--- src/efc_pkg.sv ---
// Shared types and constants for the coalescing event queue.
package efc_pkg;

  localparam int unsigned TopicCount = 8;
  localparam int unsigned SlotCount  = 3;

  typedef enum logic [1:0] {
    MODE_PUSH = 2'd0,
    MODE_POP  = 2'd1,
    MODE_SNAP = 2'd2,
    MODE_NONE = 2'd3
  } mode_e;

  typedef enum logic [2:0] {
    ST_PUSH_CLEAN = 3'd0,
    ST_PUSH_DROP  = 3'd1,
    ST_POPPED     = 3'd2,
    ST_EMPTY      = 3'd3,
    ST_SNAP_DONE  = 3'd4
  } status_e;

  localparam logic [2:0] LogTopic = 3'd7;

  // Map a topic to its pending slot; SlotNone when it has none.
  localparam logic [1:0] SlotNone = 2'd3;

  function automatic logic [1:0] slot_of(input logic [2:0] t);
    logic [1:0] s;
    case (t)
      3'd1:    s = 2'd0;
      3'd2:    s = 2'd1;
      3'd5:    s = 2'd2;
      default: s = SlotNone;
    endcase
    return s;
  endfunction

  function automatic logic [2:0] slot_topic(input logic [1:0] s);
    logic [2:0] t;
    case (s)
      2'd0:    t = 3'd1;
      2'd1:    t = 3'd2;
      default: t = 3'd5;
    endcase
    return t;
  endfunction

endpackage

--- src/event_fifo_with_coalescing_slots.sv ---
// Top level of the coalescing event queue: sequencer, ring memory, slots and cache.
//
// Event queue with a drop-oldest ring of QUEUE_SLOTS messages, latest-value pending
// slots for topics 1, 2 and 5 and a per-topic body cache. A push passes the push
// state, a pop the ring read and ring pop states or the slot scan (one slot compare
// per cycle through a shared 32-bit subtractor), a snapshot the snap state (one
// cached topic per cycle into the single ring write port); every mode then passes
// the done state, which loads the result. The block takes one item at a time and is
// ready again once the result register is free. The result waits in an output
// register until taken.
module event_fifo_with_coalescing_slots
  import efc_pkg::*;
#(
  parameter int unsigned QUEUE_SLOTS = 16
) (
  input  logic         clk_i,
  input  logic         rst_ni,
  input  logic         s_axis_tvalid,
  output logic         s_axis_tready,
  // mode[1:0], topic[4:2], body[36:5], now_ms[68:37], zero fill to 72
  input  logic [71:0]  s_axis_tdata,
  output logic         m_axis_tvalid,
  input  logic         m_axis_tready,
  // status[2:0], msg_topic[5:3], msg_body[37:6], msg_time[69:38], msg_seq[101:70],
  // msg_snap[102], replayed[106:103], depth[111:107], dropped_total[143:112],
  // coalesced_total[175:144], next_seq[207:176]
  output logic [207:0] m_axis_tdata
);

  localparam int unsigned PtrW = (QUEUE_SLOTS > 1) ? $clog2(QUEUE_SLOTS) : 1;
  localparam int unsigned CntW = $clog2(QUEUE_SLOTS + 1);
  localparam int unsigned EntW = 3 + 1 + 32 + 32 + 32;

  typedef enum logic [6:0] {
    S_IDLE  = 7'b0000001,
    S_PUSH  = 7'b0000010,
    S_RD    = 7'b0000100,
    S_POPR  = 7'b0001000,
    S_SCAN  = 7'b0010000,
    S_SNAP  = 7'b0100000,
    S_DONE  = 7'b1000000
  } state_e;

  state_e state_q, state_d;

  // latched input
  logic [1:0]  mode_q;
  logic [2:0]  topic_q;
  logic [31:0] body_q, now_q;

  // ring control
  logic [PtrW-1:0] wptr_q, rptr_q;
  logic [CntW-1:0] cnt_q;
  logic [31:0] seq_q, drop_q, coal_q;

  // slots and cache
  logic [31:0] slot_body_q [SlotCount];
  logic [31:0] slot_time_q [SlotCount];
  logic [31:0] slot_seq_q  [SlotCount];
  logic [SlotCount-1:0] slot_pend_q;
  logic [31:0] cache_q [TopicCount];
  logic [TopicCount-1:0] cache_vld_q;

  // scan state
  logic [2:0] idx_q;
  logic [1:0] best_q;
  logic [3:0] repl_q;
  logic       dropflag_q;
  logic       rd_popped_q;

  // ring memory
  logic [EntW-1:0] ring_mem [QUEUE_SLOTS];
  logic [EntW-1:0] rd_data_q;
  logic            mem_we;
  logic [EntW-1:0] mem_wdata;

  // output register
  logic          ovalid_q;
  logic [207:0]  odata_q;

  assign s_axis_tready = (state_q == S_IDLE) && !ovalid_q;
  assign m_axis_tvalid = ovalid_q;
  assign m_axis_tdata  = odata_q;

  function automatic logic [PtrW-1:0] pnext(input logic [PtrW-1:0] p);
    return (32'(p) + 32'd1 >= QUEUE_SLOTS) ? '0 : p + PtrW'(1);
  endfunction

  logic ring_full;
  assign ring_full = (32'(cnt_q) >= QUEUE_SLOTS);

  // shared compare: is slot idx older than current best
  logic [31:0] diff;
  logic [1:0]  sidx;
  assign sidx = idx_q[1:0];
  assign diff = slot_seq_q[sidx] - slot_seq_q[best_q];

  logic [1:0] pend_cnt;
  assign pend_cnt = 2'(slot_pend_q[0]) + 2'(slot_pend_q[1]) + 2'(slot_pend_q[2]);

  // ring write data and strobe
  always_comb begin
    mem_we    = 1'b0;
    mem_wdata = {topic_q, 1'b0, body_q, now_q, seq_q};
    if (state_q == S_PUSH && slot_of(topic_q) == SlotNone) begin
      mem_we = 1'b1;
    end else if (state_q == S_SNAP && cache_vld_q[idx_q]) begin
      mem_we    = 1'b1;
      mem_wdata = {idx_q, 1'b1, cache_q[idx_q], now_q, seq_q};
    end
  end

  always_ff @(posedge clk_i) begin
    if (mem_we) ring_mem[wptr_q] <= mem_wdata;
    rd_data_q <= ring_mem[rptr_q];
  end

  // next state
  always_comb begin
    state_d = state_q;
    unique case (state_q)
      S_IDLE: if (s_axis_tvalid && s_axis_tready) begin
        unique case (mode_e'(s_axis_tdata[1:0]))
          MODE_PUSH: state_d = S_PUSH;
          MODE_POP:  state_d = S_RD;
          MODE_SNAP: state_d = S_SNAP;
          default:   state_d = S_DONE;
        endcase
      end
      S_PUSH: state_d = S_DONE;
      S_RD:   state_d = (cnt_q != '0) ? S_POPR : S_SCAN;
      S_POPR: state_d = S_DONE;
      S_SCAN: if (idx_q == 3'd2) state_d = S_DONE;
      S_SNAP: if (idx_q == 3'd7) state_d = S_DONE;
      S_DONE: state_d = S_IDLE;
      default: state_d = S_IDLE;
    endcase
  end

  // payload registers
  always_ff @(posedge clk_i) begin
    if (state_q == S_IDLE && s_axis_tvalid && s_axis_tready) begin
      mode_q  <= s_axis_tdata[1:0];
      topic_q <= s_axis_tdata[4:2];
      body_q  <= s_axis_tdata[36:5];
      now_q   <= s_axis_tdata[68:37];
    end
    if (state_q == S_PUSH && slot_of(topic_q) != SlotNone) begin
      slot_body_q[slot_of(topic_q)] <= body_q;
      slot_time_q[slot_of(topic_q)] <= now_q;
    end
    if (state_q == S_PUSH && topic_q != LogTopic) cache_q[topic_q] <= body_q;
  end

  always_ff @(posedge clk_i or negedge rst_ni) begin
    if (!rst_ni) begin
      state_q     <= S_IDLE;
      wptr_q      <= '0;
      rptr_q      <= '0;
      cnt_q       <= '0;
      seq_q       <= '0;
      drop_q      <= '0;
      coal_q      <= '0;
      slot_pend_q <= '0;
      cache_vld_q <= '0;
      for (int i = 0; i < SlotCount; i++) slot_seq_q[i] <= '0;
      idx_q       <= '0;
      best_q      <= SlotNone;
      repl_q      <= '0;
      dropflag_q  <= 1'b0;
      ovalid_q    <= 1'b0;
      odata_q     <= '0;
    end else begin
      state_q <= state_d;
      if (ovalid_q && m_axis_tready) ovalid_q <= 1'b0;
      unique case (state_q)
        S_IDLE: begin
          idx_q      <= '0;
          best_q     <= SlotNone;
          repl_q     <= '0;
          dropflag_q <= 1'b0;
          if (s_axis_tvalid && s_axis_tready) odata_q <= '0;
        end
        S_PUSH: begin
          if (topic_q != LogTopic) cache_vld_q[topic_q] <= 1'b1;
          seq_q <= seq_q + 32'd1;
          if (slot_of(topic_q) != SlotNone) begin
            if (slot_pend_q[slot_of(topic_q)]) coal_q <= coal_q + 32'd1;
            slot_pend_q[slot_of(topic_q)] <= 1'b1;
            slot_seq_q[slot_of(topic_q)]  <= seq_q;
          end else begin
            wptr_q <= pnext(wptr_q);
            if (ring_full) begin
              rptr_q     <= pnext(rptr_q);
              drop_q     <= drop_q + 32'd1;
              dropflag_q <= 1'b1;
            end else begin
              cnt_q <= cnt_q + CntW'(1);
            end
          end
        end
        S_RD: ;
        S_POPR: begin
          odata_q[5:3]    <= rd_data_q[EntW-1 -: 3];
          odata_q[102]    <= rd_data_q[96];
          odata_q[37:6]   <= rd_data_q[95:64];
          odata_q[69:38]  <= rd_data_q[63:32];
          odata_q[101:70] <= rd_data_q[31:0];
          rptr_q <= pnext(rptr_q);
          cnt_q  <= cnt_q - CntW'(1);
        end
        S_SCAN: begin
          logic take;
          take = slot_pend_q[sidx] && (best_q == SlotNone || diff[31]);
          if (idx_q == 3'd2) begin
            logic [1:0] b;
            b = take ? sidx : best_q;
            if (b != SlotNone) begin
              odata_q[5:3]    <= slot_topic(b);
              odata_q[37:6]   <= slot_body_q[b];
              odata_q[69:38]  <= slot_time_q[b];
              odata_q[101:70] <= slot_seq_q[b];
              slot_pend_q[b]  <= 1'b0;
            end
            best_q <= b;
          end else begin
            if (take) best_q <= sidx;
            idx_q <= idx_q + 3'd1;
          end
        end
        S_SNAP: begin
          if (cache_vld_q[idx_q]) begin
            seq_q  <= seq_q + 32'd1;
            wptr_q <= pnext(wptr_q);
            repl_q <= repl_q + 4'd1;
            if (ring_full) begin
              rptr_q <= pnext(rptr_q);
              drop_q <= drop_q + 32'd1;
            end else begin
              cnt_q <= cnt_q + CntW'(1);
            end
          end
          idx_q <= idx_q + 3'd1;
        end
        S_DONE: begin
          status_e st;
          unique case (mode_e'(mode_q))
            MODE_PUSH: st = dropflag_q ? ST_PUSH_DROP : ST_PUSH_CLEAN;
            MODE_POP:  st = (odata_q[5:3] != 3'd0 || best_q != SlotNone ||
                             rd_popped_q) ? ST_POPPED : ST_EMPTY;
            MODE_SNAP: st = ST_SNAP_DONE;
            default:   st = ST_EMPTY;
          endcase
          odata_q[2:0]     <= st;
          odata_q[106:103] <= (mode_q == MODE_SNAP) ? repl_q : 4'd0;
          odata_q[111:107] <= 5'(32'(cnt_q) + 32'(pend_cnt));
          odata_q[143:112] <= drop_q;
          odata_q[175:144] <= coal_q;
          odata_q[207:176] <= seq_q;
          ovalid_q         <= 1'b1;
        end
        default: ;
      endcase
    end
  end

  // mark a pop served from the ring
  always_ff @(posedge clk_i or negedge rst_ni) begin
    if (!rst_ni) rd_popped_q <= 1'b0;
    else if (state_q == S_IDLE) rd_popped_q <= 1'b0;
    else if (state_q == S_POPR) rd_popped_q <= 1'b1;
  end

endmodule
--- config.mk ---
export PLATFORM = sky130hd
export DESIGN_NAME = event_fifo_with_coalescing_slots
export DESIGN_NICKNAME = d
export VERILOG_FILES = /design/src/efc_pkg.sv /design/src/event_fifo_with_coalescing_slots.sv
export SDC_FILE = /design/constraint.sdc
export NUM_CORES = 2
export LEC_CHECK = 0
export BUFFER_PORTS_ARGS = -buffer_cell sky130_fd_sc_hd__buf_2
export CAP_MARGIN = 5
export CORE_MARGIN = 2
export CORE_UTILIZATION = 35
export CTS_CLUSTER_DIAMETER = 80
export CTS_CLUSTER_SIZE = 12
export DETAILED_ROUTE_END_ITERATION = 8
export HOLD_SLACK_MARGIN = 0.05
export PLACE_DENSITY = 0.47
export SYNTH_ARGS = -nofsm -noshare
export SYNTH_HDL_FRONTEND = slang
export SYNTH_SLANG_ARGS = --single-unit
--- constraint.sdc ---
create_clock -name clk_i -period 10.4 [get_ports clk_i]
set_input_delay 3.12 -clock clk_i [delete_from_list [all_inputs] [get_ports clk_i]]
set_output_delay 3.12 -clock clk_i [all_outputs]
set_load 0.01 [all_outputs]
# Yosys cells after proc, flatten, opt, wreduce, memory -nomap -nowiden
# Memories as Yosys holds them, arrays and structs flattened. A register that Yosys moved wholly into a read port is not among the register bits.
# Index checks and enable logic that the tools add are counted.
# classes
n_addsub	15
n_mux	93
n_reduce_logical	49
bitwise_logic	8
eq_ne	33
magnitude_cmp	16
# ops
operator	n
32-bit two-way mux	11
99-bit one-hot mux with 3 select lines	1
105-bit one-hot mux with 2 select lines	1
208-bit two-way mux	1
100-bit two-way mux	2
99-bit two-way mux	2
32-bit binary-select mux with 2-bit select	3
32-bit one-hot mux with 2 select lines	2
32-bit by 1-bit adder with 32-bit output, second input constant	3
96-bit bitwise mux	1
32-bit demux with 2-bit select	1
4-bit two-way mux	9
7-bit one-hot mux with 5 select lines	1
32-bit subtractor	1
1-bit two-way mux	22
7-bit two-way mux	3
7-bit one-hot mux with 3 select lines	1
5-bit two-way mux	4
2-bit != test, second input constant	9
3-bit one-hot mux with 2 select lines	3
3-bit one-hot mux with 3 select lines	2
4-bit one-hot mux with 2 select lines	2
2-bit nonzero test	8
5-bit greater-or-equal comparator, second input constant	3
54 further kinds	118
# word_totals
input_bits	76
output_inout_bits	210
elab_cells	243
n_memories	4
ram_bits	2048
reg_bits	512
# mem_list
memory	words	word_bits	rd	rd_ports_with_merged_regs	write_ports	line	rtl
ring_mem	16	100	1	1	1	event_fifo_with_coalescing_slots.sv:72	logic [EntW-1:0] ring_mem [QUEUE_SLOTS];
cache_q	8	32	1	0	1	event_fifo_with_coalescing_slots.sv:61	logic [31:0] cache_q [TopicCount];
slot_body_q	3	32	1	0	1	event_fifo_with_coalescing_slots.sv:57	logic [31:0] slot_body_q [SlotCount];
slot_time_q	3	32	1	0	1	event_fifo_with_coalescing_slots.sv:58	logic [31:0] slot_time_q [SlotCount];

# Depth between registers and ports, before layout
# logic_depth
word_depth	17
ltp_mapped	19
ltp_nobuf	13

# Worst setup path after synthesis
# OpenSTA, ideal clock, no wires.
# synth_path
path_type	reg-to-reg
start	register state_q[3]
end	memory ring_mem[3][0] (netlist name) (enable)
required_time_ns	9.719
n_path_buf	1
period_less_slack_ns	9.012
arrival_ns	8.331
path_stages_with_launch	7
setup_time_ns	0.681
setup_slack_ns	1.388
cell_sequence	dfrtp_1 nor3_2 nand3_1 o22ai_1 clkbuf_1 nand2_1 nor3_1
# synth_between
elab_chain_len	6
elab_cells_between_ends	8
classes_between	eq/ne (2); mux (4); reduce/logical (2)
# synth_lines
item	line	rtl
start: declaration	event_fifo_with_coalescing_slots.sv:44	state_e state_q, state_d;
start signal: assignment	event_fifo_with_coalescing_slots.sv:174	state_q <= state_d;
7-bit by 6-bit == test with 1-bit output	event_fifo_with_coalescing_slots.sv:107	end else if (state_q == S_SNAP && cache_vld_q[idx_q]) begin
1-bit logical AND	event_fifo_with_coalescing_slots.sv:107	
1-bit two-way mux	event_fifo_with_coalescing_slots.sv:107	
1-bit two-way mux *	event_fifo_with_coalescing_slots.sv:105	if (state_q == S_PUSH && slot_of(topic_q) == SlotNone) begin
1-bit two-way mux *	event_fifo_with_coalescing_slots.sv:114	if (mem_we) ring_mem[wptr_q] <= mem_wdata;
1-bit two-way mux (implied by the code) *	event_fifo_with_coalescing_slots.sv:114	
end: declaration	event_fifo_with_coalescing_slots.sv:72	
# Every way passes the cells marked *; elsewhere a longest branch is shown, timed or not.

# Final worst setup path
# layout_path
start	register best_q[0]
end	register odata_q[36], in the netlist m_axis_tdata[36]
# layout_between
elab_chain_len	12
elab_cells_between_ends	16
classes_between	add/sub (1); eq/ne (3); mux (7); bitwise (1); reduce/logical (3); memory (1)
# layout_lines
item	line	rtl
start: declaration	event_fifo_with_coalescing_slots.sv:66	logic [1:0] best_q;
start signal: assignment	event_fifo_with_coalescing_slots.sv:168	best_q <= SlotNone;
start signal: assignment	event_fifo_with_coalescing_slots.sv:179	best_q <= SlotNone;
start signal: assignment	event_fifo_with_coalescing_slots.sv:227	if (take) best_q <= sidx;
2-bit NOT with 3-bit output (implied by the code)	event_fifo_with_coalescing_slots.sv:96	assign diff = slot_seq_q[sidx] - slot_seq_q[best_q];
32-bit binary-select mux with 2-bit select	event_fifo_with_coalescing_slots.sv:96	
32-bit two-way mux (implied by the code) (2 in series)	event_fifo_with_coalescing_slots.sv:96	
32-bit subtractor	event_fifo_with_coalescing_slots.sv:96	
1-bit logical OR	event_fifo_with_coalescing_slots.sv:214	take = slot_pend_q[sidx] && (best_q == SlotNone || diff[31]);
1-bit logical AND	event_fifo_with_coalescing_slots.sv:214	
2-bit two-way mux *	event_fifo_with_coalescing_slots.sv:217	b = take ? sidx : best_q;
memory read 3 x 32 bit	-	
99-bit two-way mux	event_fifo_with_coalescing_slots.sv:218	if (b != SlotNone) begin
99-bit two-way mux	event_fifo_with_coalescing_slots.sv:215	if (idx_q == 3'd2) begin
99-bit one-hot mux with 3 select lines	event_fifo_with_coalescing_slots.sv:176	unique case (state_q)
end signal: assignment	event_fifo_with_coalescing_slots.sv:206	odata_q[37:6] <= rd_data_q[95:64];
end signal: assignment	event_fifo_with_coalescing_slots.sv:220	odata_q[37:6] <= slot_body_q[b];
end: declaration	event_fifo_with_coalescing_slots.sv:79	logic [207:0] odata_q;
# Every way passes the cells marked *; elsewhere a longest branch is shown, timed or not. The select of a mux whose other input is x is not followed.
# A chain may end at the register's enable or synchronous reset.

==> results.cfg <==
[outcome]
status = finished, final reports clean

[sta]
post-route-min-period_ps = 6550
max_slew_margin_pct = 20.0
maxSlewViolCount = 0
finalCritPeriodShare_pct = 62.9
worstMarginPinSlew_ps = 1200
rsz0062_at_grt = no
finalSetupViolCount = 0
fmax_ghz = 0.153
fin_ws_ps = 3850
clock_skew_ps = 73.0
hold_viol_final = 0
fin_tns_setup_ps = 0

[setup_path]
reg2reg_slack_ps = 3850
worstSetupStartpoint = best_q[0]
timing.rr.end = m_axis_tdata[36]
slowest_delay_ps = 840
start_kind = register
worst_ep_arrival_time_ps = 7280
crit_fanout = 71
r2r_cells = 16
rr_startpoint = best_q[0]
critical_path.cell_chain = buf_4 > nor2b_4 > buf_4 > a21oi_1 > ha_1 > nand4_1 > nor4_1 > o211ai_1 > a22oi_1 > nor2_4 > buf_4 > a31oi_4 > buf_4 > buf_4 > nor2_1 > a31oi_1
crit_type = register to register
crit_top_cell = buf_4
crit_slowest_cell = buf_4
endpoint_kind = register
crit_required_ps = 11140

[power]
ir_drop_v = 0.000190
power_leakage_nw = 38.7
power_density_mw_per_mm2 = 222

[grt]
grt_max_degree = 162
grt_pass1_vias = 54000
grt.overflow.total = 0
antenna_found_initial = 8
grtUsageTotal_pct = 19.4
grt_pass1_wl_mm = 411

[detailed_routing]
vias = 52600
firstDrtPassIters = 6
route.detailed.drc = 0
drt_iter0_drc = 4625
routed_wirelength_mm = 289
wire_per_inst_um = 29.3
antenna_left = 0
viasPerCell = 5.34

[cts]
postCtsHoldBufs = 0
cts_root_buf = clkbuf_16
cts_sinks = 2660
cts_tree = built
cts_max_level = 5
clkTransAtPathRegs_ps = 60
clkLatencyLatePin_ps = 840
numCtsBuffers = 267
ctsResizeCount = 0
cts_buffer_depth = 4
cts_setup_buffers = 0

[placement]
numPortBuffers = 282
gp_congestion = 0.759
dp_slack_ps = 3880
hpwl_mm = 151

[floorplanning]
placementRows = 198
dieArea_sq_mm = 0.296
fp.dieW_um = 544
io_pins = 286
core_sq_mm = 0.290
initial_core_util_pct = 35.1
die_h_um = 544

[yosys]
synthTopCellsByCount = edfxtp_1, mux4_2, nand2_1
synth_edf_count = 2117
async_flop_share_pct = 16.7
yosysSeqAreaShare_pct = 75.2
synth_warnings = 0
syn_area_sq_mm = 0.102
ys_ff_latch = 2660
ys.flop_type = edfxtp_1
yosys.area.top_type_share_pct = 62.3
syn_avg_cell_area_sq_um = 19.0
synthDistinctLibCells = 79
ys_top_cells_by_area = edfxtp_1, mux4_2, dfrtp_1
synth_most_common_cell = edfxtp_1
synthCells = 5359
yosys.area.top_type = edfxtp_1

[cells_and_area]
area_delta_synth_final_pct = 14.0
drive_gt1_share_pct = 24.8
final_net_count = 5882

[min_path]
whs_endpoint = cache_vld_q[7]
hold_start = cache_vld_q[7]
whs_path_depth = 0
hold_path.class = register to register

[job]
cap_viol_max_count = 0
stage by stage:
stage / cells / hold WS [ps] / util (%) / area, sq um / power, mW
2_1_floorplan: 5390 / 403 / - / 102000 / 15.5
3_3_place_gp: 9387 / 360 / 37.4 / 109000 / 17.1
3_5_place_dp: 9387 / 363 / 37.4 / 109000 / 17.2
4_1_cts: 9850 / 377 / 40.0 / 116000 / 26.2
5_1_grt: 9851 / 386 / 40.0 / 116000 / 26.9
6_report: 9854 / 377 / 40.0 / 116000 / 25.8
where the power goes:
group | total (mW) | internal, mW | switching [mW]
clock network | 8.96 | 4.94 | 4.02
logic | 3.56 | 1.35 | 2.22
registers | 13.3 | 12.5 | 0.761
cells by family (layout without fill, tap and decap cells):
group,after synthesis,in the layout,synth area share [%]
flops,2660,2660,75.2
simple gates,901,901,3.73
mux,805,805,15.0
compound gates,516,516,3.23
buf+inv,319,879,1.27
xor+xnor,107,107,0.934
fa+ha+maj,50,50,0.635
other cells,1,36,0.00368
worst max-delay path, delay by kind of cell (launching register included):
family | cells | cell delay, ps
compound gates | 5 | 1430
fa+ha+maj | 1 | 340
buf+inv | 5 | 2620
flops | 1 | 510
simple gates | 5 | 1440
state kept, by name, summed over array words and instances (netlist names), 96 cells and up:
| signal | flops |
|---|---|
| cache_q | 256 |
| m_axis_tdata | 208 |
| rd_data_q | 100 |
| ring_mem | 1600 |
| slot_body_q | 96 |
| slot_seq_q | 96 |
| slot_time_q | 96 |
cell usage in the layout, fill, tap and decap left out, types with 100 or more instances in the layout:
master / synthesis / layout
a21oi_1: 113 / 112
nor2_1: 224 / 206
buf_4: 5 / 101
clkbuf_1: 194 / 166
nand2_1: 500 / 498
dfxtp_1: 100 / 100
mux2_2: 137 / 137
clkbuf_16: 0 / 273
buf_2: 40 / 281
mux4_2: 566 / 566
edfxtp_1: 2117 / 2117
o21ai_0: 160 / 160
dfrtp_1: 440 / 433
layout make-up:
| class | count | area [sq um] |
|---|---|---|
| Fill cell | 26300 | 174000 |
| Sequential cell | 2660 | 76700 |
| Multi-Input combinational cell | 2411 | 24400 |
| Clock buffer | 439 | 7450 |
| Tap cell | 3900 | 4880 |
| Timing Repair Buffer | 397 | 2460 |
| Clock inverter | 24 | 288 |
| Inverter | 19 | 81.3 |
| Antenna cell | 4 | 10.0 |
per-layer routing:
layer,up-vias,share of wire (%),global-route usage (%)
met5,-,0,0
met4,0,2.3,4.44
met3,379,4.3,2.46
met2,1328,48,31.5
met1,28800,46,27.9
li1,22100,-,-
how the worst max path moves through the flow:
| stage | to | depth (start not counted) |
|---|---|---|
| after floorplan | ring_mem[3][0] | 6 |
| after global placement | m_axis_tdata[24] | 15 |
| after detailed placement | m_axis_tdata[30] | 15 |
| after CTS | m_axis_tdata[36] | 16 |
| after global routing | m_axis_tdata[36] | 16 |
| final | m_axis_tdata[36] | 16 |
(Power assumes the default switching activity.)
